File: src/design/hkt_pkg.sv
`timescale 1ns / 1ps
package hkt_pkg;

    localparam int HKT_ENTRIES = 768;
    localparam int HKT_THREADS = 4;
    localparam int HKT_HEIGHTS = 64;

    localparam logic [14:0] PROB_ONE = 15'd16384;
    localparam int PROB_BITS = 14;

    localparam logic [15:0] SCORE_LIMIT_RST = 16'd32768;
    localparam logic [15:0] COUNT_LIMIT_RST = 16'd16384;
    localparam logic [10:0] EVAL_CLAMP_RST = 11'd1000;

    localparam logic [1:0] REG_SCORE_LIMIT = 2'd0;
    localparam logic [1:0] REG_COUNT_LIMIT = 2'd1;
    localparam logic [1:0] REG_EVAL_CLAMP = 2'd2;

    localparam logic [1:0] KIND_GOOD = 2'd0;
    localparam logic [1:0] KIND_BAD = 2'd1;
    localparam logic [1:0] KIND_EVAL = 2'd2;
    localparam logic [1:0] KIND_QUERY = 2'd3;

    typedef enum logic [2:0] {
        ST_CLEAR,
        ST_IDLE,
        ST_LOAD,
        ST_CALC,
        ST_SWEEP,
        ST_DIVGO,
        ST_DIV,
        ST_DONE
    } state_t;

    // halve, rounding away from zero
    function automatic logic signed [17:0] halve_away(input logic signed [17:0] x);
        logic signed [18:0] t;
        begin
            t = {x[17], x};
            if (!x[17])
                t = t + 19'sd1;
            halve_away = t[18:1];
        end
    endfunction

    function automatic logic [15:0] halve_up(input logic [15:0] x);
        logic [16:0] t;
        begin
            t = {1'b0, x} + 17'd1;
            halve_up = t[16:1];
        end
    endfunction

endpackage

File: src/design/hkt_div.sv
`timescale 1ns / 1ps
module hkt_div
    import hkt_pkg::*;
(
    input  logic        clk,
    input  logic        rst_n,
    input  logic        start,
    input  logic [15:0] hit,
    input  logic [15:0] total,
    output logic        done,
    output logic [14:0] quotient
);
    logic        busy_reg, busy_next;
    logic        done_reg, done_next;
    logic [3:0]  cnt_reg, cnt_next;
    logic [16:0] rem_reg, rem_next;
    logic [15:0] den_reg, den_next;
    logic [14:0] q_reg, q_next;
    logic [16:0] shifted;

    always_ff @(posedge clk or negedge rst_n)
    begin
        if (!rst_n)
        begin
            busy_reg <= 1'b0;
            done_reg <= 1'b0;
            cnt_reg  <= '0;
        end
        else
        begin
            busy_reg <= busy_next;
            done_reg <= done_next;
            cnt_reg  <= cnt_next;
        end
    end

    always_ff @(posedge clk)
    begin
        rem_reg <= rem_next;
        den_reg <= den_next;
        q_reg   <= q_next;
    end

    always_comb
    begin
        busy_next = busy_reg;
        done_next = 1'b0;
        cnt_next  = cnt_reg;
        rem_next  = rem_reg;
        den_next  = den_reg;
        q_next    = q_reg;
        shifted   = {rem_reg[15:0], 1'b0};
        if (start)
        begin
            den_next = total;
            rem_next = {1'b0, hit};
            q_next   = '0;
            cnt_next = 4'(PROB_BITS);
            if (total == 16'd0)
                done_next = 1'b1;
            else if (hit >= total)
            begin
                q_next    = PROB_ONE;
                done_next = 1'b1;
            end
            else
                busy_next = 1'b1;
        end
        else if (busy_reg)
        begin
            if (shifted >= {1'b0, den_reg})
            begin
                rem_next = shifted - {1'b0, den_reg};
                q_next   = {q_reg[13:0], 1'b1};
            end
            else
            begin
                rem_next = shifted;
                q_next   = {q_reg[13:0], 1'b0};
            end
            cnt_next = cnt_reg - 4'd1;
            if (cnt_reg == 4'd1)
            begin
                busy_next = 1'b0;
                done_next = 1'b1;
            end
        end
    end

    assign done     = done_reg;
    assign quotient = q_reg;

    property p_no_start_busy;
        @(posedge clk) disable iff (!rst_n) busy_reg |-> !start;
    endproperty
    a_no_start_busy: assert property (p_no_start_busy) else $error("div restarted");

    property p_q_cap;
        @(posedge clk) disable iff (!rst_n) done_reg |-> (q_reg <= PROB_ONE);
    endproperty
    a_q_cap: assert property (p_q_cap) else $error("quotient above cap");

    property p_done_end;
        @(posedge clk) disable iff (!rst_n) $fell(busy_reg) |-> done_reg;
    endproperty
    a_done_end: assert property (p_done_end) else $error("div ended without done");
endmodule
File: config.mk
export PLATFORM = sky130hd
export DESIGN_NAME = hkt_div
export DESIGN_NICKNAME = d
export VERILOG_FILES = /design/src/design/hkt_pkg.sv /design/src/design/hkt_div.sv
export SDC_FILE = /design/constraint.sdc
export NUM_CORES = 1
export LEC_CHECK = 0
export BUFFER_PORTS_ARGS = -buffer_cell sky130_fd_sc_hd__buf_4
export CAP_MARGIN = 5
export CORE_MARGIN = 10
export CORE_UTILIZATION = 50
export DETAILED_ROUTE_END_ITERATION = 6
export GPL_ROUTABILITY_DRIVEN = 0
export HOLD_SLACK_MARGIN = 0.15
export PLACE_DENSITY_LB_ADDON = 0.25
export SLEW_MARGIN = 20
export SYNTH_ARGS = -nofsm -noshare
export SYNTH_HDL_FRONTEND = slang
export SYNTH_SLANG_ARGS = --single-unit
File: constraint.sdc
create_clock -name clk -period 2.42 [get_ports clk]
set_input_delay 0.121 -clock clk [delete_from_list [all_inputs] [get_ports clk]]
set_output_delay 0.121 -clock clk [all_outputs]
set_load 0.005 [all_outputs]
# Yosys cells after proc, flatten, opt, wreduce, memory -nomap -nowiden
# Index checks and enable logic that the tools add are counted.
# totals
wordCells,36
reg_bits,53
input_bits,35
output_inout_bits,16
# classes
reduce_logical,3
muxes,20
n_addsub,2
eq_ne,3
magnitude_cmp,2
# ops
cell,count
15-bit two-way mux,4
16-bit two-way mux,3
17-bit by 16-bit greater-or-equal comparator with 1-bit output,1
16-bit greater-or-equal comparator,1
16-bit zero test,1
16-bit subtractor,1
1-bit two-way mux,11
4-bit two-way mux,2
4-bit by 1-bit == test with 1-bit output (second input constant),1
2-bit inequality test (second input constant),2
4-bit by 1-bit subtractor with 4-bit output (second input constant),1
2-bit AND reduction,1
2-bit nonzero test,1

# Longest topological paths before layout
# Gate-level depths: netlist of run 1.
# depth
word_depth,4
mapped_depth,11
depth_no_buf,9

# Worst setup path after synthesis of run 1
# OpenSTA, ideal clock, no wires.
# synth_timing
path_kind,reg2reg
start,reg rem_reg[2]
end,reg rem_reg[14] (data pin)
slack_ns,0.149
setup_time_ns,0.146
required_ns,2.274
path_buffers,0
stages_incl_launch_ff,9
arrival_ns,2.125
cell_sequence,edfxtp_1 -> ha_1 -> o211ai_2 -> a21oi_1 -> a211o_2 -> a211oi_2 -> mux2_2 -> a31o_2 -> a21oi_1
# synth_via
elab_chain_cells,4
word_cells_on_any_way,5
# synth_rtl
item,line,source
"start, declared",hkt_div.sv:16,"logic [16:0] rem_reg, rem_next;"
"start signal, assigned",hkt_div.sv:39,rem_reg <= rem_next;
16-bit subtractor / 17-bit by 16-bit greater-or-equal comparator with 1-bit output (equally long branches),"hkt_div.sv:73, hkt_div.sv:71",
16-bit two-way mux *,hkt_div.sv:71,"if (shifted >= {1'b0, den_reg})"
16-bit two-way mux *,hkt_div.sv:69,else if (busy_reg)
16-bit two-way mux *,hkt_div.sv:53,if (start)
via rem_next[14],hkt_div.sv:16,
# The timed path passes the listed nets; every way through them passes the cells marked *. The select of a mux whose other input is x is not followed.
# A chain may end at the register's enable or synchronous reset.

# Final worst setup path of run 1
# layout_timing
start,reg rem_reg[0]
end,reg rem_reg[14] (data pin)
# Same word-level chain as after synthesis.

==> impl_metrics.toml, run 1 <==
[outcome]
status = "complete, no violations"

[floorplan]
pin_count = 51
std_cell_rows = 30
start_util_pct = 51.6
die_area_um2 = 10800
die_w_um = 104
core_area_um2 = 6830
die_h_um = 104

[logic_synthesis]
ys_seq_area_share_pct = 44.3
syn_area_per_cell_um2 = 10.2
synth.ff_latch_count = 53
synth.top_cells.by_area = "edfxtp_1, ha_1, nor2b_1, dfrtp_1, inv_1"
synth_cell_type_count = 54
synth.net_count = 414
synth_area_um2 = 3530
netlist.area_leader.share_pct = 40.0
yosysWarnings = 0
synth_edf_count = 47
yosys.area.top_type = "edfxtp_1"
synth_async_sr_flop_share_pct = 11.3
synth_cells = 344
synth_ff_type = "edfxtp_1"

[finish]
multi_input_comb_area_um2 = 1900
final_nets = 513
layout_common_cells = "buf_4, edfxtp_1, inv_1"
fillers = 513
diodes = 0
layout_commonest_cell = "buf_4"
syn2layout_area_growth_pct = 33.0
regArea_um2 = 1560
drive_gt1_share_pct = 27.0

[worst_setup_path]
cp_max_fo = 3
startpoint_type = "flip-flop"
cp_top_family = "compound AO/OA/AOI/OAI gates"
crit_chain = "inv_2, fa_2, nand2b_4, a21oi_1, a211o_2, a211oi_4, mux2_4, a31o_2, a21oi_2"
end_kind = "flip-flop"
cp.required_ps = 2580
crit_buf_inv = 1
crit_start = "rem_reg[0]"
worst_path_largest_cell_delay_ps = 460
critPathArrivalTime_ps = 2580
reg2reg_from = "rem_reg[0]"
path_class = "reg2reg"
crit_slowest_cell = "edfxtp_1"

[pwr]
powerDensity_nw_per_um2 = 909
leakage_uw = 0.00207
irDropWorstVdd_mv = 0.398

[clocking]
clk_latency_ps = 310
cts_root_buf = "clkbuf_8"
clkSinkCount = 53
cts_tree = "built"
clk_pin_slew_worst_paths_ps = 100
clk_path_buf_depth = 2
h-tree-depth = 2
cts_made_buffers = 5

[global_route]
antenna_found_initial = 0
grt_pass1_wl_um = 14500
grt_pass1_vias = 2988
grt_max_degree = 58
grtUsageTotal_pct = 16.1
grt-ovfl-total = 0

[timing]
min_period_over_period_pct = 99.8
max_freq_mhz = 414
tightest_slew_ps = 551
grt_setup_unrepaired = "yes"
setup_viol = 0
relSlewSlack_pct = 63.3
setup_tns_ps = 0
holdWs_ps = 160
slew_violations = 0
hold_viol = 0
fin_crit_ps = 2420
skew_ps = 8.45

[detailed_routing]
first_iter_violations = 188
dr_total_vias = 2894
postRouteAntennaNets = 0
drc = 0
wirelength_um = 9100
viasPerCell = 5.36
dr.pass1.iters = 4
wl_per_cell_um = 16.9

[job]
drv_cap = 0

[worst_hold_path]
hp-class = "in2reg"
min_from = "hit[1]"

[place]
dp_hpwl_um = 6420
io_buffers = 50
worst reg2reg max path: stages (launching register included):
cell and delay (ps):
edfxtp_1 460, inv_2 100, fa_2 220, nand2b_4 130, a21oi_1 60, a211o_2 320, a211oi_4 310, mux2_4 330
a31o_2 220, a21oi_2 140
cell usage after synthesis, types with 2 or more instances:
cell type	instances
xnor2_1	5
and3_1	3
a221o_1	3
nor2b_1	26
nand2b_1	9
nand2_1	22
clkbuf_1	8
dfrtp_1	6
ha_1	34
and4_1	2
buf_2	3
a41oi_1	2
inv_1	39
o311ai_1	3
nand3_1	4
a31oi_1	5
nand3b_1	9
nand4_1	4
o311ai_0	4
or3_1	2
mux2_2	2
nor3_1	6
o31ai_1	2
edfxtp_1	47
a21o_1	6
nor2_1	11
o21bai_1	2
xor2_1	7
a21oi_1	26
o21ai_0	7
buf_6	2
nor4_1	6
a21oi_2	4
a31o_2	2
o21ai_1	2
timing repair:
item	CTS	global route
hold buffers	26	0
pin swaps	3	9
endpoints found under the hold margin	31	0
buffers inserted	5	4
resized for setup	8	22
endpoints found under the setup margin	7	17
cloned	1	0
kinds of logic after synthesis:
group,count (synthesis),share of synthesized area [%]
AND/OR/NAND/NOR,110,17.7
AO/OA/AOI/OAI,79,15.4
flip-flops,53,44.3
buffers and inverters,52,6.07
adder cells (fa/ha/maj),35,12.6
XOR/XNOR,12,2.98
multiplexers,3,0.923
area by class of cell:
class / count / area share, %
flip-flops and latches: 53 / 33.3
repair buffers: 105 / 18.6
well taps: 96 / 2.56
multi-input cells: 239 / 40.6
clock inverters: 3 / 0.374
clock buffers: 5 / 1.47
inverters: 39 / 3.12
per-layer routing:
metal	vias up	global-route usage, %	wire, µm	part of all wire [%]
met5	-	0	0	0
met4	0	3.88	106	1.2
met2	79	28.2	4550	50
met3	11	3.72	540	5.9
met1	1365	19.4	3900	43
li1	1439	-	-	-
metrics by stage:
step / power, µW / util (%) / cell area, µm² / std cells / setup slack [ps]
finish: 4260 / 68.6 / 4690 / 540 / 3.74
global route: 4540 / 68.6 / 4690 / 540 / -71.4
CTS: 4040 / 66.7 / 4560 / 536 / -0.735
detailed placement: 3320 / 60.1 / 4110 / 496 / -78.8
global placement: 3280 / 60.1 / 4110 / 496 / -1.09
floorplan: 2710 / - / 3530 / 344 / 149
final timing paths:
path,to,slack (ps),depth (start not counted)
worst max-delay path,rem_reg[14],4,9
worst min-delay path,rem_reg[1],160,2
worst max register to register,rem_reg[14],4,9
worst min register to register,cnt_reg[3],560,2
max in group asynchronous,cnt_reg[1],1460,3
min in group asynchronous,done,750,3
where the power goes:
group          leakage, µW  total (µW)  switching (µW)  internal [µW]
registers         0.000573        1340             121           1220
clock network    0.0000439         496             296            201
logic              0.00145        2430            1230           1200
(Power assumes the default switching activity.)
==> run 2, diff against run 1 <==
- CELL_PAD_IN_SITES_DETAIL_PLACEMENT: unset -> 0
- CELL_PAD_IN_SITES_GLOBAL_PLACEMENT: unset -> 1
- CORE_UTILIZATION: 50 -> 41
==> impl_metrics.toml, run 2 (synthesis gave the netlist of run 1 again) <==
[outcome]
status = "finished with violations"
violations = "setup timing"

[finish]
layout_commonest_cell = "buf_4"
syn2layout_area_growth_pct = 38.9
final_core_util_pct = 59.0
layout_common_cells = "buf_4, edfxtp_1, inv_1"
drive_gt1_share_pct = 30.5
final_nets = 525

[clocking]
cts_made_buffers = 5
clk_pin_slew_worst_paths_ps = 110
h-tree-depth = 2
clk_path_buf_depth = 2
cts_tree = "built"
cts_root_buf = "clkbuf_8"
clkSinkCount = 53
clk_latency_ps = 320

[floorplan]
start_util_pct = 42.5
core_area_um2 = 8300
pin_count = 51
std_cell_rows = 33
die_h_um = 113
die_area_um2 = 12700
die_w_um = 113

[pwr]
pwr-share-seq_pct = 28.8
combPwrFrac_pct = 57.5
intPower_uw = 2900
irDropWorstVdd_mv = 0.423
switchingPower_uw = 1790
switching_share_pct = 38.2
powerDensity_nw_per_um2 = 957
leakage_uw = 0.00215
power_frac_clock_pct = 13.7

[place]
dp_hpwl_um = 6690
post-place-ws_ps = -13.5
io_buffers = 50

[worst_setup_path]
cp.required_ps = 2490
end_kind = "flip-flop"
critPathArrivalTime_ps = 2490
cp_max_fo = 3
path_class = "reg2reg"
reg2reg_from = "rem_reg[0]"
ff2ff_setup_slack_ps = -2
reg2reg_to = "rem_reg[10]"
r2r.worst_path.cells = 9
startpoint_type = "flip-flop"

[detailed_routing]
dr_total_vias = 2998
first_iter_violations = 170
drc = 0
wl_per_cell_um = 17.5
postRouteAntennaNets = 0
dr.pass1.iters = 4
wirelength_um = 9830
viasPerCell = 5.33

[timing]
skew_ps = 12.1
relSlewSlack_pct = 64.9
tightest_slew_ps = 526
grt_setup_unrepaired = "yes"
max_freq_mhz = 413
slew_violations = 0
setup_slack_ps = -1.81
min_period_over_period_pct = 100
holdWs_ps = 143
setup_viol = 1
hold_viol = 0
fin_crit_ps = 2420

[job]
drv_cap = 0

[global_route]
grt_pass1_wl_um = 15100
grtUsageTotal_pct = 14.2
grt_max_degree = 54
antenna_found_initial = 1
grt-ovfl-total = 0
grt_pass1_vias = 2960

[worst_hold_path]
min_from = "hit[13]"
hp-class = "in2reg"
worst_hold_path.endpoint = "rem_reg[13]"
min_path_cells = 3
## run 2: cell types whose count changed in the layout (fill, tap and decap cells not counted), sizes merged
cell,before,now
buf,79,86
bufinv,0,1
clkinv,2,0
clkinvlp,1,0
diode,0,1
dlygate4sd3,26,31
inv,39,41
## run 2: metal layers
layer | global-route usage [%] | part of all wire [%]
met5 | 0 | 0
met4 | 3.81 | 1.4
met3 | 2.85 | 3.9
met2 | 24.1 | 50
met1 | 17.9 | 45
## run 2: per-stage QoR
step	TNS, ps	cells	total power [µW]	cell area (µm²)
finish	-1.81	562	4690	4900
global route	-369	562	4980	4900
CTS	-48.2	544	4110	4580
detailed placement	-20.3	506	3360	4130
global placement	0	506	3330	4130
floorplan	0	344	2710	3530
## run 2: power groups by stage
stage	sequential (µW)	clock (µW)	combinational (µW)
floorplan	1310	0	1410
global placement	1330	0	2000
detailed placement	1340	0	2020
CTS	1330	662	2120
global route	1370	685	2920
finish	1350	641	2700
## run 2: area by class of cell
| cell class | count | area (µm²) |
|---|---|---|
| timing repair buffer | 117 | 973 |
| sequential | 53 | 1560 |
| inverter | 39 | 146 |
| antenna | 1 | 2.50 |
| clock buffer | 5 | 68.8 |
| fill | 708 | 3400 |
| clock inverter | 3 | 47.5 |
| multi-input combinational | 239 | 1970 |
| tap | 105 | 131 |
## run 2: timing repair
item / in CTS / in global routing
hold endpoints to repair: 34 / 1
cloned: 0 / 2
setup endpoints to repair: 5 / 17
buffers inserted: 0 / 14
pin swaps: 0 / 14
gates resized for setup: 3 / 42
hold buffers: 30 / 1
## run 2: worst max path at each step
stage	start	end	cells after the start
2_1_floorplan	rem_reg[2]	rem_reg[14]	8
3_3_place_gp	rem_reg[2]	rem_reg[10]	8
3_5_place_dp	rem_reg[2]	rem_reg[14]	8
4_1_cts	rem_reg[0]	rem_reg[10]	9
5_1_grt	rem_reg[0]	rem_reg[10]	9
6_report	rem_reg[0]	rem_reg[10]	9
## run 2: worst max-delay path, cell delays in order (launching register included)
cell	delay, ps
edfxtp_1	460
inv_2	100
fa_2	210
nand2b_4	130
a21oi_2	60
a211o_4	310
a211oi_4	310
xor2_1	250
nor3_2	60
a221o_1	280
==> run 3, diff against run 2 <==
- CELL_PAD_IN_SITES_DETAIL_PLACEMENT: 0 -> 1
- GPL_ROUTABILITY_DRIVEN: 0 -> 1
- SETUP_SLACK_MARGIN: unset -> 0.2
==> impl_metrics.toml, run 3 (synthesis gave the netlist of run 1 again) <==
[global_route]
grt_pass1_vias = 3379
grt-ovfl-total = 0
grt_max_degree = 59
grt_pass1_wl_um = 18200
grtUsageTotal_pct = 17.4
antenna_found_initial = 2

[floorplan]
die_w_um = 113
die_area_um2 = 12700
start_util_pct = 42.5
die_h_um = 113
std_cell_rows = 33
pin_count = 51
core_area_um2 = 8300

[clocking]
clkSinkCount = 53
clk_latency_ps = 310
cts_tree = "built"
clk_path_buf_depth = 2
clk_pin_slew_worst_paths_ps = 100
cts_root_buf = "clkbuf_8"
h-tree-depth = 2
cts_made_buffers = 5

[pwr]
combPwrFrac_pct = 60.7
irDropWorstVdd_mv = 0.336
intPower_uw = 2790
pwr-share-seq_pct = 28.7
power_frac_clock_pct = 10.6
switchingPower_uw = 1880
switching_share_pct = 40.2
powerDensity_nw_per_um2 = 966
leakage_uw = 0.00212

[timing]
setup_viol = 6
grt_setup_unrepaired = "yes"
setup_slack_ps = -80.5
fin_crit_ps = 2500
max_freq_mhz = 400
min_period_over_period_pct = 103
setup_tns_ps = -135
slew_violations = 0
hold_viol = 0
tightest_slew_ps = 587
relSlewSlack_pct = 60.9
skew_ps = 11.9

[worst_setup_path]
path_class = "reg2reg"
cp_top_family = "compound AO/OA/AOI/OAI gates"
worst_path_largest_cell_delay_ps = 410
crit_chain = "inv_2, ha_4, buf_4, nand2b_4, a21oi_2, a211o_4, a211oi_4, xor2_2, nor3_2, a221o_1"
cp.required_ps = 2480
critPathArrivalTime_ps = 2560
end_kind = "flip-flop"
cp_max_fo = 3
crit_slowest_cell = "edfxtp_1"
startpoint_type = "flip-flop"
crit_buf_inv = 2

[detailed_routing]
viasPerCell = 5.51
wirelength_um = 11400
wl_per_cell_um = 20.6
dr.pass1.iters = 4
first_iter_violations = 205
drc = 0
dr_total_vias = 3063
postRouteAntennaNets = 0

[finish]
stdcell_count = 556
layout_common_cells = "buf_4, edfxtp_1, inv_1"
fillers = 904
final_nets = 517
layout_commonest_cell = "buf_4"
syn2layout_area_growth_pct = 37.2
drive_gt1_share_pct = 32.4

[place]
dp_hpwl_um = 7630
post-place-cells = 507
io_buffers = 50
place_congestion = 0.811

[outcome]
status = "finished with violations"
violations = "setup timing"

[worst_hold_path]
hp-class = "in2async"

[job]
drv_cap = 0
run 3: stage by stage:
stage	hold slack [ps]	setup slack [ps]	total power, µW	cell area, µm²	util (%)
2_1_floorplan	-175	204	2740	3550	-
3_3_place_gp	-68.7	7.33	3380	4160	50.1
3_5_place_dp	-67.0	-82.5	3470	4160	50.1
4_1_cts	153	44.2	4290	4650	56.0
5_1_grt	154	-157	4970	4830	58.2
6_report	146	-80.5	4670	4840	58.3
run 3: final cells by class:
| cell class | instances | area [µm²] | area share (%) |
|---|---|---|---|
| antenna | 3 | 7.51 | 0.155 |
| inverter | 39 | 146 | 3.03 |
| clock buffer | 6 | 72.6 | 1.50 |
| timing repair buffer | 109 | 911 | 18.8 |
| multi-input combinational | 239 | 2000 | 41.3 |
| sequential | 53 | 1560 | 32.3 |
| clock inverter | 2 | 10.0 | 0.207 |
| tap | 105 | 131 | 2.72 |
run 3: path summary, 6_finish.rpt:
| check | depth (start not counted) | startpoint | slack, ps | to |
|---|---|---|---|---|
| setup / recovery | 10 | den_reg[2] | -80 | rem_reg[10] |
| hold / removal | 2 | rst_n | 150 | cnt_reg[1] |
| setup reg to reg | 10 | den_reg[2] | -80 | rem_reg[10] |
| hold reg to reg | 2 | cnt_reg[3] | 540 | cnt_reg[3] |
| max in group asynchronous | 2 | rst_n | 2160 | busy_reg |
| min in group clk | 3 | hit[12] | 150 | rem_reg[12] |
run 3: metal layers:
layer,vias to the layer above,share of wire (%),GRT usage [%]
li1,1447,-,-
met1,1548,42,21.0
met2,58,53,30.5
met3,10,3.5,3.17
met4,0,1.5,5.41
met5,-,0,0
run 3: power groups by stage:
stage	registers [µW]	clock network [µW]	logic (µW)
2_1_floorplan	1310	0	1430
3_3_place_gp	1330	0	2050
3_5_place_dp	1340	0	2130
4_1_cts	1330	495	2470
5_1_grt	1360	534	3080
6_report	1340	495	2840
run 3: repair_timing:
item	in CTS	in global routing
buffers inserted	6	8
hold buffers	23	0
pin swaps	13	9
setup endpoints to repair	17	20
gates cloned	0	1
endpoints found under the hold margin	28	0
gates resized for setup	28	27
